`src/sv/adbmrm_pkg.sv`:
```
// Shared types, constants and helpers for the mouse report merger.
// No dependencies.
package adbmrm_pkg;

    localparam int DEF_NUM_DEVICES = 16;
    localparam int DEF_ACC_WIDTH   = 16;

    localparam logic [2:0] BTN_ALL_UP  = 3'b111;
    localparam logic [7:0] REPORT_MARK = 8'h80;
    localparam int         OPND_W      = 9;

    typedef enum logic [1:0] {
        STAT_ABSORBED = 2'd0,
        STAT_REPORT   = 2'd1,
        STAT_NO_DATA  = 2'd2
    } status_t;

    // Sign-extend a 7-bit motion field to the operand width.
    function automatic logic signed [OPND_W-1:0] sext7(input logic [7:0] b);
        sext7 = {{(OPND_W-7){b[6]}}, b[6:0]};
    endfunction

endpackage

```
`src/sv/adb_mouse_report_merger.sv`:
```
// Mouse report merger: per-device button table, merged buttons,
// saturating motion accumulators and a clamped report port.
// Depends on adbmrm_pkg.
//
// Usage: the s_ channel takes one item per handshake. cmd = 0 carries a
// mouse packet; cmd = 1 asks for one report. Every item yields exactly one
// result item on the m_ channel.
// A packet walks the button table one entry per cycle, updating the entry
// of its device and ANDing all entries, then runs the X and Y sums through
// the shared saturating adder, X first. A read runs the clamp/subtract
// for X and then Y through the same adder. A read with no data ready
// answers in the cycle after acceptance.
// One item is in flight at a time; s_ready is high only while idle, so a
// new item is taken only after the result handshake.
// A stalled receiver holds the result registers and keeps s_ready low.
// Reset: all buttons up, accumulators zero, ready flag clear, idle.
module adb_mouse_report_merger #(
    parameter int NUM_DEVICES = adbmrm_pkg::DEF_NUM_DEVICES,
    parameter int ACC_WIDTH   = adbmrm_pkg::DEF_ACC_WIDTH
) (
    input  logic              aclk,
    input  logic              aresetn,
    input  logic              s_valid,
    output logic              s_ready,
    input  logic              s_cmd,
    input  logic [7:0]        s_header_byte,
    input  logic [7:0]        s_motion_byte_a,
    input  logic [7:0]        s_motion_byte_b,
    input  logic [7:0]        s_extra_byte,
    input  logic              s_extended_format,
    output logic              m_valid,
    input  logic              m_ready,
    output logic [1:0]        m_status,
    output logic [7:0]        m_report_buttons,
    output logic signed [7:0] m_report_dx,
    output logic signed [7:0] m_report_dy,
    output logic              m_data_ready
);
    import adbmrm_pkg::*;

    localparam int IDX_W = (NUM_DEVICES > 1) ? $clog2(NUM_DEVICES) : 1;
    localparam logic [IDX_W-1:0] LAST_IDX = IDX_W'(NUM_DEVICES - 1);
    localparam logic signed [ACC_WIDTH-1:0] ACC_MAX = {1'b0, {(ACC_WIDTH-1){1'b1}}};
    localparam logic signed [ACC_WIDTH-1:0] ACC_MIN = {1'b1, {(ACC_WIDTH-1){1'b0}}};

    typedef enum logic [6:0] {
        ST_IDLE  = 7'b0000001,
        ST_SWEEP = 7'b0000010,
        ST_ACCX  = 7'b0000100,
        ST_ACCY  = 7'b0001000,
        ST_RDX   = 7'b0010000,
        ST_RDY   = 7'b0100000,
        ST_DONE  = 7'b1000000
    } state_t;

    state_t state_reg, state_next;

    logic [2:0]             dev_btn_reg [NUM_DEVICES];
    logic [2:0]             merged_reg;
    logic signed [ACC_WIDTH-1:0] accx_reg, accy_reg;
    logic                   ready_flag_reg;
    logic [IDX_W-1:0]       cnt_reg;
    logic [IDX_W-1:0]       id_reg;
    logic [7:0]             byte_a_reg, byte_b_reg, extra_reg;
    logic                   ext_reg;
    status_t                status_reg;
    logic [7:0]             rep_btn_reg;
    logic signed [7:0]      rep_dx_reg, rep_dy_reg;

    // Shared saturating adder.
    logic signed [ACC_WIDTH-1:0] unit_a;
    logic signed [OPND_W-1:0]    unit_b;
    logic signed [ACC_WIDTH:0]   unit_sum;
    logic signed [ACC_WIDTH-1:0] unit_out;

    logic signed [ACC_WIDTH-1:0] clamp_src;
    logic signed [7:0]           clamp_val;
    logic [ACC_WIDTH-8:0]        clamp_hi;
    logic [2:0]                  entry_new;
    logic [IDX_W-1:0]            id_in;
    logic                        accept;

    assign accept  = s_valid && s_ready;
    assign s_ready = (state_reg == ST_IDLE);
    assign m_valid = (state_reg == ST_DONE);

    assign m_status         = status_reg;
    assign m_report_buttons = rep_btn_reg;
    assign m_report_dx      = rep_dx_reg;
    assign m_report_dy      = rep_dy_reg;
    assign m_data_ready     = ready_flag_reg;

    // Saturate device ids past the table to its last entry.
    assign id_in = (32'(s_header_byte[7:4]) >= NUM_DEVICES) ? LAST_IDX
                                                              : s_header_byte[4 +: IDX_W];

    assign entry_new = {byte_a_reg[7], byte_b_reg[7],
                        ext_reg ? extra_reg[7] : dev_btn_reg[cnt_reg][0]};

    // Clamp the selected accumulator to a signed byte.
    assign clamp_src = (state_reg == ST_RDY) ? accy_reg : accx_reg;
    assign clamp_hi  = clamp_src[ACC_WIDTH-1:7];
    always_comb begin
        if ((&clamp_hi) || !(|clamp_hi)) begin
            clamp_val = clamp_src[7:0];
        end else if (clamp_src[ACC_WIDTH-1]) begin
            clamp_val = -8'sd128;
        end else begin
            clamp_val = 8'sd127;
        end
    end

    always_comb begin
        case (state_reg)
            ST_ACCX: begin
                unit_a = accx_reg;
                unit_b = sext7(byte_b_reg);
            end
            ST_ACCY: begin
                unit_a = accy_reg;
                unit_b = -sext7(byte_a_reg);
            end
            ST_RDX: begin
                unit_a = accx_reg;
                unit_b = -{clamp_val[7], clamp_val};
            end
            ST_RDY: begin
                unit_a = accy_reg;
                unit_b = -{clamp_val[7], clamp_val};
            end
            default: begin
                unit_a = accx_reg;
                unit_b = '0;
            end
        endcase
    end

    assign unit_sum = {unit_a[ACC_WIDTH-1], unit_a}
                    + {{(ACC_WIDTH+1-OPND_W){unit_b[OPND_W-1]}}, unit_b};
    assign unit_out = (unit_sum[ACC_WIDTH] == unit_sum[ACC_WIDTH-1])
                    ? unit_sum[ACC_WIDTH-1:0]
                    : (unit_sum[ACC_WIDTH] ? ACC_MIN : ACC_MAX);

    always_comb begin
        state_next = state_reg;
        case (state_reg)
            ST_IDLE: begin
                if (accept) begin
                    if (!s_cmd) begin
                        state_next = ST_SWEEP;
                    end else if (ready_flag_reg) begin
                        state_next = ST_RDX;
                    end else begin
                        state_next = ST_DONE;
                    end
                end
            end
            ST_SWEEP: begin
                if (cnt_reg == LAST_IDX) begin
                    state_next = ST_ACCX;
                end
            end
            ST_ACCX:  state_next = ST_ACCY;
            ST_ACCY:  state_next = ST_DONE;
            ST_RDX:   state_next = ST_RDY;
            ST_RDY:   state_next = ST_DONE;
            ST_DONE: begin
                if (m_ready) begin
                    state_next = ST_IDLE;
                end
            end
            default:  state_next = ST_IDLE;
        endcase
    end

    always_ff @(posedge aclk) begin
        if (!aresetn) begin
            state_reg      <= ST_IDLE;
            merged_reg     <= BTN_ALL_UP;
            accx_reg       <= '0;
            accy_reg       <= '0;
            ready_flag_reg <= 1'b0;
            cnt_reg        <= '0;
            status_reg     <= STAT_ABSORBED;
            for (int i = 0; i < NUM_DEVICES; i++) begin
                dev_btn_reg[i] <= BTN_ALL_UP;
            end
        end else begin
            state_reg <= state_next;
            case (state_reg)
                ST_IDLE: begin
                    if (accept) begin
                        cnt_reg <= '0;
                        if (!s_cmd) begin
                            merged_reg     <= BTN_ALL_UP;
                            ready_flag_reg <= 1'b1;
                            status_reg     <= STAT_ABSORBED;
                        end else if (ready_flag_reg) begin
                            status_reg <= STAT_REPORT;
                        end else begin
                            status_reg <= STAT_NO_DATA;
                        end
                    end
                end
                ST_SWEEP: begin
                    // Rewrite the addressed entry on the fly and fold it in.
                    if (cnt_reg == id_reg) begin
                        dev_btn_reg[cnt_reg] <= entry_new;
                        merged_reg <= merged_reg & entry_new;
                    end else begin
                        merged_reg <= merged_reg & dev_btn_reg[cnt_reg];
                    end
                    cnt_reg <= cnt_reg + 1'b1;
                end
                ST_ACCX: accx_reg <= unit_out;
                ST_ACCY: accy_reg <= unit_out;
                ST_RDX:  accx_reg <= unit_out;
                ST_RDY: begin
                    accy_reg       <= unit_out;
                    ready_flag_reg <= !((accx_reg == '0) && (unit_out == '0));
                end
                default: begin
                end
            endcase
        end
    end

    // Payload registers.
    always_ff @(posedge aclk) begin
        case (state_reg)
            ST_IDLE: begin
                if (accept) begin
                    id_reg      <= id_in;
                    byte_a_reg  <= s_motion_byte_a;
                    byte_b_reg  <= s_motion_byte_b;
                    extra_reg   <= s_extra_byte;
                    ext_reg     <= s_extended_format;
                    rep_btn_reg <= '0;
                    rep_dx_reg  <= '0;
                    rep_dy_reg  <= '0;
                end
            end
            ST_RDX: begin
                rep_dx_reg  <= clamp_val;
                rep_btn_reg <= REPORT_MARK | {5'b0, merged_reg};
            end
            ST_RDY:  rep_dy_reg <= clamp_val;
            default: begin
            end
        endcase
    end

endmodule

```
`config.mk`:
```
export PLATFORM = sky130hd
export DESIGN_NAME = adb_mouse_report_merger
export DESIGN_NICKNAME = d
export VERILOG_FILES = /design/src/sv/adbmrm_pkg.sv /design/src/sv/adb_mouse_report_merger.sv
export SDC_FILE = /design/constraint.sdc
export NUM_CORES = 1
export LEC_CHECK = 0
export BUFFER_PORTS_ARGS = -buffer_cell sky130_fd_sc_hd__buf_4
export CAP_MARGIN = 20
export CORE_ASPECT_RATIO = 0.9
export CORE_MARGIN = 1.5
export CORE_UTILIZATION = 55
export DETAILED_ROUTE_END_ITERATION = 8
export HOLD_SLACK_MARGIN = 0.05
export PLACE_DENSITY_LB_ADDON = 0.1
export SLEW_MARGIN = 20
export SYNTH_ARGS = -nofsm -noshare
export SYNTH_HDL_FRONTEND = slang
export SYNTH_SLANG_ARGS = --single-unit
```
`constraint.sdc`:
```
create_clock -name aclk -period 7.18 [get_ports aclk]
set_clock_uncertainty 0.2 [all_clocks]
set_input_delay 1.077 -clock aclk [delete_from_list [all_inputs] [get_ports aclk]]
set_output_delay 1.077 -clock aclk [all_outputs]
set_load 0.01 [all_outputs]
```
Word-level counts from Yosys, hierarchy flattened
Memory sizes are Yosys's and may differ from the RTL's. A register that Yosys moved wholly into a read port is not among the register bits. Index checks and enable logic that the tools add are counted.

Add/subtract/negate cells: 4. Eq/ne operators: 14. Multiplexer cells: 39. Bitwise logic cells: 2. Reductions and logical operators: 23.

Operator list (number): $mux 16 (4); $pmux 8 s2 (3); $pmux 7 s6 (1); $mux 7 (5); $logic_not 16->1 (2); $pmux 9 s3 (1); $mux 8 (3); $add 16x9->17 (1); $mux 4 (4); $mux 3 (4); $mux 1 (9); $neg 7->9 (1); $neg 9->9 (1); $reduce_and 3->1 (3); $reduce_and 9->1 (1); $reduce_or 9->1 (1); $pmux 4 s2 (1); $reduce_and 2->1 (4); $eq 7x1->1 const B (1); $eq 7x2->1 const B (1); $eq 7x3->1 const B (1); $eq 7x4->1 const B (1); $eq 7x5->1 const B (1); $eq 7x6->1 const B (1); other kinds (17) (27).

Register bits: 102. RAM bits: 48. Logic and storage cells: 98. Memories kept: 1.

Memory list: dev_btn_reg (words 16, bits a word 3, read ports 1, clocked after memory_dff 1, write ports 16, line adb_mouse_report_merger.sv:58) `logic [2:0] dev_btn_reg [NUM_DEVICES];`.

Longest topological paths before layout
Gate-level depths: netlist (run 1).

Depth in word-level cells: 15. Gate-level depth with buffers: 29.

Worst setup path before layout (run 1)
OpenSTA, ideal clock, no wires.

Path type: register to register. From: reg state_reg[1]. To: reg ready_flag_reg (netlist: m_data_ready). Arrival time: 5.767 ns. Required time: 6.865 ns. Setup slack: 1.099 ns. Cell stages (with the launch flop): 20. Path buffers: 1. Period minus slack after synthesis: 6.081 ns. Path through: dfxtp_1 -> nor4_1 -> nand2_1 -> a221oi_1 -> nor2_1 -> clkbuf_1 -> a31o_2 -> ha_1 -> a222oi_1 -> inv_1 -> fa_1 -> a21o_1 -> a21oi_1 -> a21boi_1 -> or4_4 -> a22oi_4 -> o21ai_2 -> xor2_1 -> or4_1 -> o21ba_1.

Word-level cells in the longest chain between the ends: 15. Elaborated cells on any way between the ends: 30.

RTL lines: start: declaration (line adb_mouse_report_merger.sv:56) `state_t state_reg, state_next;`; start signal: assignment (line adb_mouse_report_merger.sv:189) `state_reg <= state_next;`; $eq 7x6->1 (line adb_mouse_report_merger.sv:101, adb_mouse_report_merger.sv:114, adb_mouse_report_merger.sv:190); $mux 16 (line adb_mouse_report_merger.sv:101) `assign clamp_src = (state_reg == ST_RDY) ? accy_reg : accx_reg;`; $reduce_or 9->1 (line adb_mouse_report_merger.sv:104) `if ((&clamp_hi) || !(|clamp_hi)) begin`; $logic_not 1->1 (line adb_mouse_report_merger.sv:104); $logic_or 1x1->1 (line adb_mouse_report_merger.sv:104); $mux 8 (line adb_mouse_report_merger.sv:104); $neg 9->9 (line adb_mouse_report_merger.sv:125, adb_mouse_report_merger.sv:129); $pmux 9 s3 (line adb_mouse_report_merger.sv:114) `case (state_reg)`; $add 16x9->17 (line adb_mouse_report_merger.sv:139) `+ {{(ACC_WIDTH+1-OPND_W){unit_b[OPND_W-1]}}, unit_b};`; $mux 16 / $eq 1x1->1 (equally long branches) (line adb_mouse_report_merger.sv:142, adb_mouse_report_merger.sv:140); $mux 16 (line adb_mouse_report_merger.sv:141) `? unit_sum[ACC_WIDTH-1:0]`; $logic_not 16->1 (line adb_mouse_report_merger.sv:220) `ready_flag_reg <= !((accx_reg == '0) && (unit_out == '0));`; $logic_and 1x1->1 (line adb_mouse_report_merger.sv:220); $logic_not 1->1 (line adb_mouse_report_merger.sv:220); $pmux 1 s2 (line adb_mouse_report_merger.sv:190) `case (state_reg)`; end signal: assignment (line adb_mouse_report_merger.sv:220); end: declaration (line adb_mouse_report_merger.sv:61) `logic ready_flag_reg;`.

Several ways; a longest one is shown, not always the timed one. A chain may end at the register's enable or synchronous reset.

Worst setup path in the final report (run 1)
From: reg state_reg[1]. To: reg accx_reg[2].

Word-level cells in the longest chain between the ends: 11. Elaborated cells on any way between the ends: 21.

RTL lines: $eq 7x6->1 (line adb_mouse_report_merger.sv:101, adb_mouse_report_merger.sv:114); $mux 16 (line adb_mouse_report_merger.sv:101); $reduce_or 9->1 (line adb_mouse_report_merger.sv:104); $logic_not 1->1 (line adb_mouse_report_merger.sv:104); $logic_or 1x1->1 (line adb_mouse_report_merger.sv:104); $mux 8 (line adb_mouse_report_merger.sv:104); $neg 9->9 (line adb_mouse_report_merger.sv:125, adb_mouse_report_merger.sv:129); $pmux 9 s3 (line adb_mouse_report_merger.sv:114); $add 16x9->17 (line adb_mouse_report_merger.sv:139); $mux 16 / $eq 1x1->1 (equally long branches) (line adb_mouse_report_merger.sv:142, adb_mouse_report_merger.sv:140); $mux 16 (line adb_mouse_report_merger.sv:141); end signal: assignment (line adb_mouse_report_merger.sv:215) `ST_ACCX: accx_reg <= unit_out;`; end signal: assignment (line adb_mouse_report_merger.sv:217) `ST_RDX: accx_reg <= unit_out;`; end: declaration (line adb_mouse_report_merger.sv:60) `logic signed [ACC_WIDTH-1:0] accx_reg, accy_reg;`.

Several ways; a longest one is shown, not always the timed one.

==> key figures, run 1 <==
Status
  • Outcome: completed

Global route
  • Initial antenna violation count: 0
  • Vias in the first global route: 6264
  • Total GRT Usage: 29.9%
  • First-pass GRT wire length: 34.8 mm
  • Maximum number of pins on one net before global-route repair: 54
  • GRT overflow: 0

Clocking
  • Hold Buf Count CTS: 0
  • Root buffer cell: clkbuf_16
  • Htree depth: 4
  • Sink Count: 143
  • Cts bufs inserted: 17
  • TritonCTS clock tree: built
  • Clock-pin slew on the worst setup and hold paths: 0.06 ns
  • Clk Latency, worst-skew pair: 0.42 ns
  • Max Root-Sink Buffers: 2

Worst setup path
  • Worst endpoint required time: 7.26 ns
  • Largest stage delay, worst path: 0.68 ns
  • CP Max Fanout: 18
  • CP Class: register to register
  • Buffers & Inverters on Critical Path: 3
  • Startpoint types: register
  • Crit path capture type: register
  • Cell Chain, Critical Path: or4_4, nor3_1, a2111oi_4, nor2_1, buf_4, a31o_2, ha_1, buf_4, o21ai_0, o31ai_1, nand2_2, ha_1, a21oi_1, a21oi_1, mux2i_1, o21ai_0, o2111ai_1, o211ai_1, and2_1, buf_4, a21oi_1, o41ai_1
  • Worst Path Arrival: 6.82 ns
  • CP top delay family: compound AO/OA/AOI/OAI gates
  • Slowest cell on the critical path: or4_4

Yosys
  • Most common cell in the netlist: nand2_1
  • Async S/R FF share, synth: 0%
  • Synth Warn #: 0
  • Post-synthesis sequential area ratio: 46.9%
  • Post-synth EDFFs: 90
  • Post-Synthesis Cells: 828
  • Most used DFF post-synth: edfxtp_1
  • Cell Area, Synth: 0.00802 mm^2
  • Commonest cells in the netlist: nand2_1 (107), edfxtp_1 (90), nor2_1 (86), o21ai_0 (54), dfxtp_1 (53)
  • Yosys reg bits: 143
  • Area contributors post-synth: edfxtp_1 (34%), dfxtp_1 (13%), nand2_1 (5.0%), mux4_2 (4.2%), nor2_1 (4.0%)
  • Area leader, netlist: edfxtp_1
  • Syn avg cell area: 9.69 um^2
  • Netlist cell types: 79
  • Top-area cell type share of the netlist area: 33.7%

Final layout
  • Diodes inserted: 0
  • Final #Nets: 927
  • Share of layout cells above drive strength 1: 16.2%
  • Final Util: 65.7%
  • Max reg flops: 48
  • Layout area overhead: 15.9%

Floorplan
  • Initial Util: 56.7%
  • Die area: 0.0153 mm^2
  • Std cell rows: 41
  • Die height: 118 um
  • Die width: 130 um
  • # IOs: 67
  • Core area: 0.0142 mm^2

Routing
  • Met1 wire length: 10.1 mm
  • Initial DRC Count: 1161
  • Via/cell ratio: 6.44
  • ANT nets after route: 0
  • DRC errors left: 0
  • Wirelength per Cell: 20.6 um
  • Overall routed net length: 22.2 mm
  • DR top layer: met4
  • DR WL met3: 2.19 mm
  • Drt first pass iters: 6
  • Via count: 6945
  • Routed wl met2: 9.62 mm

Power
  • VDD IR max: 0.222 mV
  • Clk network pwr share: 42.6%
  • Switching pwr: 591 uW
  • Seq pwr share: 44.5%
  • Int Power: 1630 uW
  • PwrDens: 238 mW/mm^2
  • Switching fraction of total power: 26.7%
  • Combinational Power Share: 12.9%
  • Leakage: 0.00330 uW

Timing
  • Final Max Slew Viols: 0
  • Final Hold Vio Count: 0
  • Worst slew pin tran: 1.03 ns
  • Final min period: 6.74 ns
  • Slew margin rel.: 31.5%
  • Setup TNS Final: 0 ns
  • Final worst-path cycle share: 93.8%
  • Final setup viols: 0
  • Fmax: 0.148 GHz
  • Unrepaired setup endpoints after global routing: false

Worst hold path
  • Hold Path Class: register to register

Run
  • Max_cap viols: 0

Placement
  • RePlAce Congestion: 0.949
  • Number of port buffers: 51
  • HPWL after DPL: 15.9 mm
==> power by group through the flow <==
stage,sequential (uW),combinational (uW),clock [uW]
floorplan,995,166,0
global placement,1000,270,0
detailed placement,1000,279,0
CTS,986,282,948
global route,993,313,979
finish,986,286,943
==> metrics by stage <==
stage	total power (uW)	instances	area, um^2	hold WS [ns]	setup WS [ns]
floorplan	1160	831	8040	0.229	1.10
global placement	1270	1045	8600	0.245	0.380
detailed placement	1280	1045	8600	0.258	0.198
CTS	2220	1077	9230	0.266	0.166
global route	2290	1078	9300	0.298	0.0404
finish	2220	1078	9300	0.266	0.442
==> final cells by class <==
type,instances,area (um^2)
tap,193,241
clock buffer,19,453
multi-input combinational,621,4040
clock inverter,13,175
inverter,15,56.3
sequential,143,3760
fill,1149,4860
timing repair buffer,74,568
==> worst min-delay path, stage by stage (launching register included) <==
cell and delay, ns:
dfxtp_1 0.31, o21ai_0 0.06, nand2_1 0.05
==> final timing paths <==
path	cells after the start	startpoint	to	slack, ns
min	2	merged_reg[2]	merged_reg[2]	0.27
min reg2reg	2	merged_reg[2]	merged_reg[2]	0.27
max reg2reg	22	state_reg[1]	accx_reg[2]	0.44
max	22	state_reg[1]	accx_reg[2]	0.44
==> metal layers <==
| layer | global-route usage [%] | vias to the layer above |
|---|---|---|
| met5 | 0 | - |
| met4 | 8.75 | 0 |
| met3 | 5.41 | 30 |
| met2 | 42.1 | 374 |
| met1 | 46.7 | 3358 |
| li1 | - | 3183 |
==> placed cells by master (no fill, tap or decap), types with 5 or more instances in the layout <==
cell type / count
nand4_1: 12
nand3b_1: 5
o21ai_0: 54
clkbuf_16: 17
nand2_1: 107
or4_1: 8
and2_1: 7
nand3_1: 23
nand2b_1: 15
ha_1: 16
edfxtp_1: 90
mux4_2: 15
a32o_1: 6
or3_1: 29
a31oi_1: 19
o41ai_1: 8
a211oi_1: 6
inv_1: 14
buf_4: 73
nor3_1: 28
nor4_1: 8
dfxtp_1: 53
xor2_1: 11
a21oi_1: 26
xnor2_1: 20
o31ai_1: 10
nor2_1: 85
a22oi_1: 10
mux2i_1: 15
==> logic make-up after synthesis <==
kind of cell	Yosys count	share of synthesized area (%)
compound gates	182	15.3
simple gates	353	21.4
xor+xnor	31	3.38
buf+inv	67	3.57
mux	33	6.53
flops	143	46.9
fa+ha+maj	18	2.87
other cells	1	0.0467
==> repair_timing <==
action                     in CTS  in global routing
resized for setup               0                  7
buffers inserted                0                  1
setup endpoints to repair       0                 27
Note: power is estimated with default switching activity, not from simulation.
==> run 2: changes to the inputs <==
--- a/config.mk
+++ b/config.mk
@@ -9,7 +9,7 @@
 export CAP_MARGIN = 20
 export CORE_ASPECT_RATIO = 0.9
 export CORE_MARGIN = 1.5
-export CORE_UTILIZATION = 55
+export CORE_UTILIZATION = 60
 export DETAILED_ROUTE_END_ITERATION = 8
 export HOLD_SLACK_MARGIN = 0.05
 export PLACE_DENSITY_LB_ADDON = 0.1
==> run 2 against run 1 <==
  * Worst setup slack got worse by 0.00072 ns
  * Global-route usage rose by 2.0 points
  * Critical endpoint is now accx_reg[8]
  * Wire length fell by 1.0%
  * Power fell by 1.2%
==> key figures, run 2 (same netlist as run 1, synthesis figures left out) <==
Global route
  • Met2 Track Usage GR: 48.0%
  • Initial antenna violation count: 0
  • Met1 Use GR: 46.9%
  • Total GRT Usage: 32.0%
  • GRT overflow: 0
  • GRT Max-Usage Layer: met2
  • Vias in the first global route: 6555
  • First-pass GRT wire length: 35.1 mm
  • GRT met3 Usage: 7.28%
  • Maximum number of pins on one net before global-route repair: 54

Placement
  • DP Worst Slack: 0.0643 ns
  • HPWL after DPL: 15.9 mm
  • Number of port buffers: 51
  • RePlAce Congestion: 0.944

Power
  • PwrDens: 237 mW/mm^2
  • Final total power: 2190 uW
  • VDD IR max: 0.176 mV
  • Leakage: 0.00326 uW

Final layout
  • Most frequent cells in the layout: nand2_1 (107), edfxtp_1 (90), nor2_1 (85)
  • Layout area overhead: 14.9%
  • Final #Nets: 925
  • Commonest non-fill, non-tap cell in the layout: nand2_1
  • Diodes inserted: 0
  • Max reg flops: 48
  • Share of layout cells above drive strength 1: 16.3%

Clocking
  • TritonCTS clock tree: built
  • Max Root-Sink Buffers: 2
  • Clk Latency, worst-skew pair: 0.43 ns
  • Sink Count: 143
  • Cts bufs inserted: 17
  • Root buffer cell: clkbuf_16
  • Htree depth: 4
  • Clock-pin slew on the worst setup and hold paths: 0.06 ns

Worst hold path
  • Hold Crit Depth: 2
  • Hold Path Class: register to register

Worst setup path
  • Worst R2R Path Depth: 25
  • CP Max Fanout: 14
  • Crit path capture type: register
  • Worst endpoint required time: 7.25 ns
  • CP Class: register to register
  • Worst Path Arrival: 6.81 ns
  • Startpoint types: register

Floorplan
  • # IOs: 67
  • Initial Util: 62.3%
  • Die height: 113 um
  • Std cell rows: 39
  • Core area: 0.0129 mm^2
  • Die width: 125 um
  • Die area: 0.0141 mm^2

Routing
  • Wirelength per Cell: 21.0 um
  • Via/cell ratio: 6.75
  • Initial DRC Count: 951
  • Drt first pass iters: 8
  • Via count: 7072
  • DRC errors left: 0
  • ANT nets after route: 0
  • Overall routed net length: 22.0 mm

Timing
  • Slew margin rel.: 33.6%
  • Worst slew pin tran: 0.995 ns
  • Final worst-path cycle share: 93.8%
  • Setup TNS Final: 0 ns
  • Unrepaired setup endpoints after global routing: false
  • Final min period: 6.74 ns
  • Final Hold Vio Count: 0
  • Final Max Slew Viols: 0
  • Final WS setup: 0.442 ns
  • Final setup viols: 0
  • Worst Hold Slack: 0.262 ns
  • Fmax: 0.148 GHz

Run
  • Max_cap viols: 0

Status
  • Outcome: completed
==> run 2: cell count changes in the layout (fill, tap and decap cells not counted), sizes merged <==
| cell | delta |
|---|---|
| buf | -2 |
| clkinv | -3 |
| inv | +1 |
| clkinvlp | +3 |
| clkbuf | -1 |
==> run 2: routing by layer <==
layer,vias to the layer above,wire length [um]
li1,3186,-
met1,3396,9830
met2,448,9450
met3,42,2340
met4,0,368
met5,-,0
==> run 2: path summary, 6_finish.rpt <==
kind,slack (ns),to,startpoint
worst min register to register,0.26,merged_reg[0],merged_reg[0]
worst max register to register,0.44,accx_reg[8],state_reg[1]
worst min-delay path,0.26,merged_reg[0],merged_reg[0]
worst max-delay path,0.44,accx_reg[8],state_reg[1]
==> run 2: through the flow <==
step                instances  area [um^2]  utilization, %
global route             1047         9220            71.6
CTS                      1047         9170            71.2
global placement         1015         8560            66.5
finish                   1047         9220            71.6
floorplan                 831         8040               -
detailed placement       1015         8560            66.5
==> run 2: area by class of cell <==
| class | instances | area [um^2] |
|---|---|---|
| Clock inverter | 14 | 180 |
| Clock buffer | 18 | 429 |
| Multi-Input combinational cell | 621 | 4050 |
| Inverter | 15 | 56.3 |
| Sequential cell | 143 | 3760 |
| Fill cell | 926 | 3660 |
| Timing Repair Buffer | 72 | 541 |
| Tap cell | 164 | 205 |
==> run 2: timing repair <==
item | 4_1_cts | 5_1_grt
hold buffers | 0 | 0
setup endpoints to repair | 0 | 31
setup buffers | 0 | 0
gates resized for setup | 0 | 10
hold endpoints to repair | 0 | 0
==> run 2: critical path: stages (launching register included) <==
cell and delay (ns):
dfxtp_1 0.36, or4_4 0.68, nor4_4 0.38, a2111oi_2 0.12, nor2_1 0.18, buf_4 0.21, a31o_2 0.27, ha_2 0.29
inv_1 0.07, nor2_1 0.15, xnor2_1 0.08, nand2_1 0.07, nand2_1 0.05, a21oi_1 0.16, o21ai_0 0.17, ha_1 0.29
or3_1 0.40, o41a_1 0.53, o31ai_1 0.35, a21oi_1 0.12, o21ai_2 0.22, and4_1 0.31, o21ai_2 0.09, buf_4 0.21
a21oi_1 0.45, o41ai_1 0.15
==> run 2: report_power, final <==
part | switching [uW] | internal (uW) | total, uW
Clock | 366 | 553 | 919
Sequential | 43.2 | 942 | 985
Combinational | 177 | 109 | 286
